$ cat config.mk
export PLATFORM = sky130hd
export DESIGN_NAME = divider_timer_with_reload
export DESIGN_NICKNAME = d
export VERILOG_FILES = /design/src/hw/rtl/dtr_pkg.sv /design/src/hw/rtl/dtr_core.sv /design/src/hw/rtl/dtr_out_reg.sv /design/src/hw/rtl/divider_timer_with_reload.sv
export VERILOG_INCLUDE_DIRS = /design/src /design/src/hw/rtl
export SDC_FILE = /design/constraint.sdc
export NUM_CORES = 1
export LEC_CHECK = 0
export BUFFER_PORTS_ARGS = -buffer_cell sky130_fd_sc_hd__buf_4
export CORE_UTILIZATION = 54
export CTS_CLUSTER_DIAMETER = 200
export DETAILED_ROUTE_END_ITERATION = 6
export GPL_TIMING_DRIVEN = 0
export PLACE_DENSITY_LB_ADDON = 0.25
export SYNTH_ARGS = -nofsm -noshare
export SYNTH_HDL_FRONTEND = slang
export SYNTH_SLANG_ARGS = --single-unit
$ cat constraint.sdc
create_clock -name clk -period 6.3 [get_ports clk]
set_clock_uncertainty 0.05 [all_clocks]
set_input_delay 0.315 -clock clk [delete_from_list [all_inputs] [get_ports clk]]
set_output_delay 0.315 -clock clk [all_outputs]
set_load 0.02 [all_outputs]
$ cat src/hw/rtl/divider_timer_with_reload_assert.svh
// Assertion macros shared by the divider timer RTL files.
// Each macro expects clk and rst_n to be visible where it is used.
`ifndef DIVIDER_TIMER_WITH_RELOAD_ASSERT_SVH
`define DIVIDER_TIMER_WITH_RELOAD_ASSERT_SVH

// The consequent must hold in the same cycle as the antecedent.
`define DTR_ASSERT_SAME(lbl, ante, cons) \
  lbl: assert property (@(posedge clk) disable iff (!rst_n) (ante) |-> (cons)) \
    else $error("divider timer assertion failed");

// The consequent must hold in the cycle after the antecedent.
`define DTR_ASSERT_NEXT(lbl, ante, cons) \
  lbl: assert property (@(posedge clk) disable iff (!rst_n) (ante) |=> (cons)) \
    else $error("divider timer assertion failed");

`endif

$ cat src/hw/rtl/dtr_pkg.sv
// Package for the divider timer: command and register codes, state and result
// types, and the edge and counter increment helpers. No dependencies.
`default_nettype none
package dtr_pkg;

  localparam logic [1:0] CMD_TICK  = 2'd0;
  localparam logic [1:0] CMD_READ  = 2'd1;
  localparam logic [1:0] CMD_WRITE = 2'd2;

  localparam logic [1:0] SEL_DIV     = 2'd0;
  localparam logic [1:0] SEL_COUNTER = 2'd1;
  localparam logic [1:0] SEL_MODULO  = 2'd2;
  localparam logic [1:0] SEL_CONTROL = 2'd3;

  localparam logic [1:0] RELOAD_LAST_DELAY = 2'd3;
  localparam logic [7:0] CONTROL_READ_MASK = 8'hF8;

  typedef struct packed {
    logic [15:0] divider;
    logic [7:0]  counter;
    logic [7:0]  modulo;
    logic [2:0]  control;
    logic        reload_pending;
    logic [1:0]  reload_delay;
    logic [1:0]  reload_window;
  } tmr_state_t;

  typedef struct packed {
    logic [7:0] read_data;
    logic       timer_irq;
  } tmr_result_t;

  function automatic logic timer_on(input logic [2:0] ctl);
    return ctl[2];
  endfunction

  // Divider tap for each mode: bit 9, 3, 5 or 7.
  function automatic logic div_bit(input logic [15:0] d, input logic [2:0] ctl);
    logic b;
    case (ctl[1:0])
      2'd0:    b = d[9];
      2'd1:    b = d[3];
      2'd2:    b = d[5];
      default: b = d[7];
    endcase
    return b;
  endfunction

  // One counter tick; an overflow to zero starts a pending reload.
  function automatic tmr_state_t bump(input tmr_state_t s);
    tmr_state_t r;
    r = s;
    r.counter = s.counter + 8'd1;
    if (r.counter == 8'd0) begin
      r.reload_delay   = 2'd0;
      r.reload_pending = 1'b1;
    end
    return r;
  endfunction

endpackage
`default_nettype wire

$ cat src/hw/rtl/dtr_core.sv
// Timer state registers and the single-pass update for one accepted beat.
// Depends on dtr_pkg and divider_timer_with_reload_assert.svh.
`default_nettype none
`include "divider_timer_with_reload_assert.svh"
module dtr_core (
  input  logic                clk,
  input  logic                rst_n,
  input  logic                in_accept,
  input  logic [1:0]          command,
  input  logic [1:0]          reg_select,
  input  logic [7:0]          write_data,
  output dtr_pkg::tmr_result_t result
);
  import dtr_pkg::*;

  tmr_state_t st_r, st_nxt;
  logic [2:0] ctl_new;

  always_comb begin
    st_nxt           = st_r;
    result.read_data = 8'd0;
    result.timer_irq = 1'b0;
    ctl_new          = write_data[2:0];
    case (command)
      CMD_TICK: begin
        if (st_nxt.reload_window != 2'd0) begin
          st_nxt.reload_window = st_nxt.reload_window + 2'd1;
        end
        if (st_nxt.reload_pending) begin
          if (st_nxt.reload_delay == RELOAD_LAST_DELAY) begin
            st_nxt.reload_delay   = 2'd0;
            st_nxt.reload_window  = 2'd1;
            st_nxt.reload_pending = 1'b0;
            st_nxt.counter        = st_nxt.modulo;
            result.timer_irq      = 1'b1;
          end else begin
            st_nxt.reload_delay = st_nxt.reload_delay + 2'd1;
          end
        end
        st_nxt.divider = st_r.divider + 16'd1;
        if (timer_on(st_r.control) && div_bit(st_r.divider, st_r.control) &&
            !div_bit(st_nxt.divider, st_r.control)) begin
          st_nxt = bump(st_nxt);
        end
      end
      CMD_READ: begin
        case (reg_select)
          SEL_DIV:     result.read_data = st_r.divider[15:8];
          SEL_COUNTER: result.read_data = st_r.counter;
          SEL_MODULO:  result.read_data = st_r.modulo;
          default:     result.read_data = CONTROL_READ_MASK | {5'd0, st_r.control};
        endcase
      end
      CMD_WRITE: begin
        case (reg_select)
          SEL_DIV: begin
            if (timer_on(st_r.control) && div_bit(st_r.divider, st_r.control)) begin
              st_nxt = bump(st_nxt);
            end
            st_nxt.divider = 16'd0;
          end
          SEL_COUNTER: begin
            if (st_r.reload_window == 2'd0) begin
              st_nxt.counter        = write_data;
              st_nxt.reload_pending = 1'b0;
              st_nxt.reload_delay   = 2'd0;
            end
          end
          SEL_MODULO: begin
            st_nxt.modulo = write_data;
            if (st_r.reload_window != 2'd0) begin
              st_nxt.counter = write_data;
            end
          end
          default: begin
            if (timer_on(st_r.control) && !timer_on(ctl_new)) begin
              if (div_bit(st_r.divider, st_r.control)) begin
                st_nxt = bump(st_nxt);
              end
              if (st_nxt.reload_pending && st_nxt.reload_delay == 2'd0) begin
                st_nxt.reload_pending = 1'b0;
                st_nxt.counter        = st_nxt.modulo;
                result.timer_irq      = 1'b1;
              end
            end
            if (timer_on(st_r.control) && timer_on(ctl_new) &&
                div_bit(st_r.divider, st_r.control) &&
                !div_bit(st_r.divider, ctl_new)) begin
              st_nxt = bump(st_nxt);
            end
            st_nxt.control = ctl_new;
          end
        endcase
      end
      default: begin
      end
    endcase
  end

  always_ff @(posedge clk) begin
    if (!rst_n) begin
      st_r <= '0;
    end else if (in_accept) begin
      st_r <= st_nxt;
    end
  end

  // The reload delay only runs while a reload is pending.
  `DTR_ASSERT_SAME(a_delay_needs_pending, st_r.reload_delay != 2'd0, st_r.reload_pending)
  // A read beat leaves every timer register unchanged.
  `DTR_ASSERT_NEXT(a_read_keeps_state, in_accept && command == CMD_READ, $stable(st_r))
  // An interrupt comes only from a tick or a control write.
  `DTR_ASSERT_SAME(a_irq_source, in_accept && result.timer_irq,
    command == CMD_TICK || (command == CMD_WRITE && reg_select == SEL_CONTROL))

endmodule
`default_nettype wire

$ cat src/hw/rtl/dtr_out_reg.sv
// Result register that holds one result beat until the consumer takes it.
// Depends on dtr_pkg.
`default_nettype none
module dtr_out_reg (
  input  logic                clk,
  input  logic                rst_n,
  input  logic                load,
  input  dtr_pkg::tmr_result_t result,
  output logic                out_tvalid,
  input  logic                out_tready,
  output logic [7:0]          out_tdata,
  output logic [0:0]          out_tuser
);
  import dtr_pkg::*;

  logic        valid_r;
  tmr_result_t res_r;

  always_ff @(posedge clk) begin
    if (!rst_n) begin
      valid_r <= 1'b0;
    end else if (load) begin
      valid_r <= 1'b1;
    end else if (out_tready) begin
      valid_r <= 1'b0;
    end
  end

  always_ff @(posedge clk) begin
    if (load) begin
      res_r <= result;
    end
  end

  assign out_tvalid = valid_r;
  assign out_tdata  = res_r.read_data;
  assign out_tuser  = res_r.timer_irq;

endmodule
`default_nettype wire

$ cat src/hw/rtl/divider_timer_with_reload.sv
// Top level of the divider timer with delayed counter reload.
// Depends on dtr_pkg, dtr_core and dtr_out_reg.
//
// Each input beat is one clock tick, register read or register write and
// gives exactly one result beat. The whole update is done in the cycle the
// beat is accepted and the result appears in the output register on the next
// cycle, so one beat per cycle is sustained; in_tready is low only while the
// output register holds a result that out_tready does not take.
`default_nettype none
module divider_timer_with_reload (
  input  logic       clk,
  input  logic       rst_n,
  input  logic       in_tvalid,
  output logic       in_tready,
  input  logic [7:0] in_tdata,   // write_data[7:0]
  input  logic [3:0] in_tuser,   // command[1:0], reg_select[3:2]
  output logic       out_tvalid,
  input  logic       out_tready,
  output logic [7:0] out_tdata,  // read_data[7:0]
  output logic [0:0] out_tuser   // timer_irq[0]
);
  import dtr_pkg::*;

  logic        in_accept;
  tmr_result_t result;

  assign in_tready = !out_tvalid || out_tready;
  assign in_accept = in_tvalid && in_tready;

  dtr_core u_core (
    .clk        (clk),
    .rst_n      (rst_n),
    .in_accept  (in_accept),
    .command    (in_tuser[1:0]),
    .reg_select (in_tuser[3:2]),
    .write_data (in_tdata),
    .result     (result)
  );

  dtr_out_reg u_out (
    .clk        (clk),
    .rst_n      (rst_n),
    .load       (in_accept),
    .result     (result),
    .out_tvalid (out_tvalid),
    .out_tready (out_tready),
    .out_tdata  (out_tdata),
    .out_tuser  (out_tuser)
  );

endmodule
`default_nettype wire
Word level (Yosys, flattened, before mapping). Cells that the tools add are included.

Flip-flop bits (word level): 50. Bits in latches: 0. Memory bits (writable): 0. Memory bits (read-only): 0. Input port bits: 16. Word-level logic and storage cells: 125. Memories kept: 0.

Add/sub/neg operators: 6. Multiply operators: 0. Div/mod/pow operators: 0. Order comparisons: 0. Equality and inequality tests: 15. Shifts and indexed selects: 0. Mux-type cells: 56. Bitwise operators: 4. Reductions and logical operators: 34.

Operators with widths (number): 2-to-1 mux 40 bit (6); 2-to-1 mux 24 bit (4); one-hot mux 40 bit (2 select lines) (1); one-hot mux 8 bit (3 select lines) (3); 2-to-1 mux 8 bit (6); one-hot mux 16 bit (2 select lines) (1); adder 8 x 1 -> 8 bit, second input constant (3); logical NOT 8 bit (3); 2-to-1 mux 1 bit (20); AND reduction 5 bit (4); adder 16 x 1 -> 16 bit, second input constant (1); logical NOT 2 bit (6); 2-to-1 mux 3 bit (4); equality test 2 bit, second input constant (5); logical AND 1 bit (9); != test 3 x 2 -> 1 bit, second input constant (3); one-hot mux 1 bit (3 select lines) (3); one-hot mux 3 bit (3 select lines) (1); equality test 2 x 1 -> 1 bit, second input constant (4); 2-to-1 mux 2 bit (3); != test 2 bit, second input constant (3); one-hot mux 3 bit (2 select lines) (1); nonzero test 2 bit (3); 2-to-1 mux 5 bit (1); 10 further kinds (17).

Logic depth before layout (Yosys ltp).
Depth after elaboration: 21. Gate-level depth with buffers: 15. Gate-level depth less buffers: 13.

Hierarchy. A second synthesis with hierarchy kept.

Cell total of the unflattened synthesis: 509. Area, all modules: 4155.2 um^2.

By module, submodules not included: dtr_core (instances 1, cells each 495, area each 3821.2 um^2, sequential area each 800.8 um^2); dtr_out_reg (instances 1, cells each 12, area each 311.5 um^2, sequential area each 290.3 um^2); divider_timer_with_reload (instances 1, cells each 2, area each 22.5 um^2, sequential area each 0.0 um^2).

Worst setup path after synthesis. OpenSTA, ideal clock, no wires.

Path kind: reg2reg. Start: reg u_core.st_r[6] (netlist name). End: reg u_core.st_r[2] (netlist name). Arrival: 2786 ps. Data required time: 6124 ps. Setup slack: 3338 ps. Stages on the path, launching flop included: 15. Clock period less this slack: 2962 ps. Cells stage by stage: dfxtp_1 buf_6 mux4_2 buf_6 mux2_2 nand3_1 o221a_2 inv_1 ha_1 nand2_1 nor2_1 nand2_1 or4_1 a22oi_2 o211ai_1.

Longest elaborated chain between the ends: 21. Elaborated cells on any way between the ends: 39. Those cells by class: add/sub: 1; eq/ne: 3; mux: 24; reduce/logical: 11.

RTL lines: from (decl) (RTL line dtr_core.sv:16) `tmr_state_t st_r, st_nxt;`; from (signal assigned) (RTL line dtr_core.sv:104) `st_r <= st_nxt;`; equality test 2 bit (tied with other cells) (RTL line dtr_pkg.sv:40) `case (ctl[1:0])`; one-hot mux 1 bit (3 select lines) (RTL line dtr_pkg.sv:40); 2-to-1 mux 1 bit (RTL line dtr_core.sv:76) `if (timer_on(st_r.control) && !timer_on(ctl_new)) begin`; 2-to-1 mux 1 bit (RTL line dtr_core.sv:55) `case (reg_select)`; 2-to-1 mux 1 bit (RTL line dtr_core.sv:24) `case (command)`; 2-to-1 mux 24 bit (RTL line dtr_core.sv:77) `if (div_bit(st_r.divider, st_r.control)) begin`; 2-to-1 mux 40 bit (RTL line dtr_core.sv:76); 2-to-1 mux 40 bit (RTL line dtr_core.sv:55); [... 5 more ...]; 2-to-1 mux 40 bit (RTL line dtr_core.sv:55); 2-to-1 mux 40 bit (RTL line dtr_core.sv:24); adder 8 x 1 -> 8 bit (RTL line dtr_pkg.sv:53) `r.counter = s.counter + 8'd1;`; logical NOT 8 bit (RTL line dtr_pkg.sv:54) `if (r.counter == 8'd0) begin`; 2-to-1 mux 3 bit (RTL line dtr_pkg.sv:54); 2-to-1 mux 24 bit (RTL line dtr_core.sv:86) `if (timer_on(st_r.control) && timer_on(ctl_new) &&`; one-hot mux 3 bit (3 select lines) (RTL line dtr_core.sv:55); one-hot mux 40 bit (2 select lines) (RTL line dtr_core.sv:24).

Several ways; a longest one is shown, not always the timed one. The select of a mux whose other input is x is not followed. A chain may end at the register's enable or synchronous reset.

Worst setup path after layout.
Start: reg u_core.st_r[20] (netlist name). End: reg u_core.st_r[3] (netlist name).

Longest elaborated chain between the ends: 19. Elaborated cells on any way between the ends: 27. Those cells by class: add/sub: 3; mux: 19; reduce/logical: 5.

RTL lines: adder 8 x 1 -> 8 bit (RTL line dtr_pkg.sv:53); logical NOT 8 bit (RTL line dtr_pkg.sv:54); 2-to-1 mux 3 bit; 2-to-1 mux 24 bit (RTL line dtr_core.sv:77); 2-to-1 mux 40 bit (RTL line dtr_core.sv:76); 2-to-1 mux 40 bit (RTL line dtr_core.sv:55); 2-to-1 mux 40 bit (RTL line dtr_core.sv:24); logical NOT 2 bit (RTL line dtr_core.sv:80) `if (st_nxt.reload_pending && st_nxt.reload_delay == 2'd0) begin`; [... 3 more ...]; 2-to-1 mux 40 bit (RTL line dtr_core.sv:55); 2-to-1 mux 40 bit (RTL line dtr_core.sv:24); adder 8 x 1 -> 8 bit (RTL line dtr_pkg.sv:53); logical NOT 8 bit (RTL line dtr_pkg.sv:54); 2-to-1 mux 3 bit (RTL line dtr_pkg.sv:54); 2-to-1 mux 24 bit (RTL line dtr_core.sv:86); one-hot mux 3 bit (3 select lines) (RTL line dtr_core.sv:55); one-hot mux 40 bit (2 select lines) (*) (RTL line dtr_core.sv:24).

Mark *: on every way between the ends. The rest lies on a longest branch, timed or not. The select of a mux whose other input is x is not followed.

==> flow_summary_export.csv <==
group,metric,value,unit
logic_synthesis,synthCells,516,
detailed_routing,final_antenna_net_count,0,
run_status,status,"finished clean",
critical_path,path_max_fanout,10,
clock_network,numCtsBuffers,5,
final_layout,post-route-cell-area,4570,um2
detailed_routing,first_pass_iters,7,
timing,timing.final.crit_share,0.539,
global_routing,grtUsageTotal,0.329,
clock_network,cts-root-buf,"clkbuf_8",
placed_design,place.port_buffers,25,
global_routing,grt_max_degree,19,
detailed_routing,drt-initial-drc-count,536,
placed_design,gp_congestion,1.05,
logic_synthesis,ys_ff_latch,50,
final_layout,area_growth,10.2,%
clock_network,clkSlewWorstSetupHoldPaths,0.11,ns
final_layout,fill_cells,662,
power,pwr-share-seq,0.499,
placed_design,dp_hpwl,9620,um
logic_synthesis,yosys_warnings,0,
global_routing,grt_overflow,0,
power,power_frac_comb,0.196,
floorplanning,io_pins,27,
clock_network,clk-insertion-delay-late,0.31,ns
floorplanning,start_util,0.565,
timing,fmax,0.295,GHz
final_layout,layout_commonest_cell,"nand2_1",
final_layout,drive_gt1_frac,0.155,
final_layout,fin_nets,578,
floorplanning,die_w,89.6,um
global_routing,grt_pass1_vias,3727,
job,maxCapViolations,0,
clock_network,post_cts_buffers,0,
logic_synthesis,synth_edf_count,9,
clock_network,clock-sinks,50,
power,swShare,0.317,
detailed_routing,drcViolationCount,0,
timing,max-slew-margin-rel,0.608,
detailed_routing,routed_via_density,6.63,
final_layout,mostFrequentLayoutCells,"nand2_1 (50), nor2_1 (45), dfxtp_1 (41)",
detailed_routing,routed_wl,12800,um
timing,final-hold-violation-count,0,
logic_synthesis,synth_seq_area_share,0.263,
detailed_routing,vias,4304,
clock_network,htree_levels,2,
timing,setup_viol,0,
power,peakVddDrop,0.101,mV
critical_path,startpoint_type,"register",
logic_synthesis,syn_avg_cell_area,8.03,um2
critical_path,path_class,"register to register",
power,leakagePower,0.00167,uW
timing,rsz0062_at_grt,"no",
timing,slew_viol_final,0,
clock_network,cts_resized,0,
detailed_routing,routedWlPerCell,19.7,um
logic_synthesis,ys_dominant_reg_cell,"dfxtp_1",
logic_synthesis,synth_area,4140,um2
power,power_frac_clock,0.306,
floorplanning,die_y,89.6,um
floorplanning,die_area,8020,um2
power,power-per-cell-area,149,nW/um2
final_layout,antenna_cells,0,
logic_synthesis,ys_types,87,
power,p_switching,215,uW
placed_design,placed_area,4470,um2
critical_path,worst-endpoint-arrival,3.54,ns
critical_path,cp-end-kind,"register",
global_routing,antenna_found_initial,0,
floorplanning,core-area,7330,um2
power,intPower,463,uW
timing,setup-tns-final,0,ns
global_routing,grt_first_pass_wirelength,19600,um
critical_path,critPathRequiredTime,6.45,ns
clock_network,hold_buffers,0,
timing,period_needed,3.39,ns
logic_synthesis,synthesis.nets,545,
clock_network,cts_tree,"yes",
clock_network,clockBufferDepth,2,
floorplanning,fp-row-count,31,
logic_synthesis,ys_async_sr_fraction,0,
timing,tightest_slew,0.582,ns
hold_path,hp-class,"input port to register",
-- cell families after synthesis --
| kind of cell | share of synthesized area |
|---|---|
| AO/OA/AOI/OAI | 0.281 |
| multiplexers | 0.0628 |
| AND/OR/NAND/NOR | 0.239 |
| XOR/XNOR | 0.0550 |
| flip-flops | 0.263 |
| buffers and inverters | 0.0589 |
| adder cells (fa/ha/maj) | 0.0393 |
-- worst max-delay path, cell delays in order (launching register included) --
cell and delay (ns):
dfxtp_1 0.37, buf_2 0.31, nand2_1 0.21, o21ai_1 0.32
a21o_1 0.29, a41oi_2 0.25, nand2_1 0.18, ha_1 0.18
nand2_1 0.10, nor2_1 0.14, nand2_1 0.07, or4_1 0.42
a22oi_2 0.25, o21ai_1 0.13
-- worst paths after layout --
path | startpoint | end | slack [ns] | depth (start not counted)
min reg2reg | u_core.st_r[1]$_SDFFE_PN0P_ | u_core.st_r[1]$_SDFFE_PN0P_ | 0.44 | 2
max | u_core.st_r[20]$_SDFFE_PN0P_ | u_core.st_r[3]$_SDFFE_PN0P_ | 2.91 | 13
max reg2reg | u_core.st_r[20]$_SDFFE_PN0P_ | u_core.st_r[3]$_SDFFE_PN0P_ | 2.91 | 13
min | in_tvalid | u_out.out_tvalid$_SDFFE_PN0P_ | 0.21 | 3
-- flip-flops by register name, summed over array words and instances (netlist names) --
register / count
u_core.st_r: 40
u_out.out_tuser: 1
u_out.out_tdata: 8
u_out.out_tvalid: 1
-- synth_stat cells (4+ instances only) --
library cell / count / area (um2)
nand2_1: 50 / 188
mux2_2: 4 / 45.0
nand3_1: 22 / 110
a22oi_1: 6 / 45.0
a211oi_1: 4 / 30.0
edfxtp_1: 9 / 270
buf_2: 8 / 40.0
xor2_1: 13 / 114
o21ai_0: 29 / 145
ha_1: 13 / 163
nor2_1: 45 / 169
and2_1: 4 / 25.0
nor2b_1: 16 / 100
dfxtp_1: 41 / 821
xnor2_1: 13 / 114
a21boi_0: 4 / 30.0
a21oi_1: 38 / 190
o21a_1: 4 / 30.0
nor3_1: 11 / 55.1
clkbuf_1: 21 / 78.8
or3_1: 9 / 56.3
a31oi_1: 5 / 31.3
a221oi_1: 9 / 78.8
mux2i_1: 17 / 170
nand4_1: 12 / 75.1
inv_1: 15 / 56.3
-- power by group through the flow --
stage	Combinational, uW	Sequential [uW]	Clock (uW)
5_1_grt	143	339	216
4_1_cts	129	338	209
6_report	133	338	207
3_3_place_gp	125	345	0
3_5_place_dp	128	345	0
2_1_floorplan	81.0	349	0
-- area by class of cell --
class	count	area [um2]	share of cell area
Inverter	15	56.3	0.0123
Sequential cell	50	1090	0.239
Buffer	38	188	0.0411
Tap cell	99	124	0.0271
Multi-Input combinational cell	413	2810	0.616
Clock buffer	5	68.8	0.0151
Clock inverter	3	28.8	0.00630
Timing Repair Buffer	26	195	0.0428
-- through the flow --
| step | total power [uW] | hold WS [ns] | utilization | instances | worst slack (ns) |
|---|---|---|---|---|---|
| 6_report | 678 | 0.214 | 0.623 | 649 | 2.91 |
| 5_1_grt | 698 | 0.230 | 0.623 | 649 | 2.69 |
| 4_1_cts | 676 | 0.214 | 0.623 | 649 | 3.02 |
| 3_5_place_dp | 474 | 0.432 | 0.609 | 641 | 3.05 |
| 3_3_place_gp | 470 | 0.426 | 0.607 | 640 | 3.09 |
| 2_1_floorplan | 430 | 0.404 | - | 516 | 3.34 |
-- layer usage --
layer	vias up	wire length, um	global-route usage
met5	-	0	0
met4	0	468	0.118
met3	47	1170	0.0512
met2	252	5510	0.503
met1	2019	5640	0.469
li1	1986	-	-
Note: power is estimated with default switching activity, not from simulation.
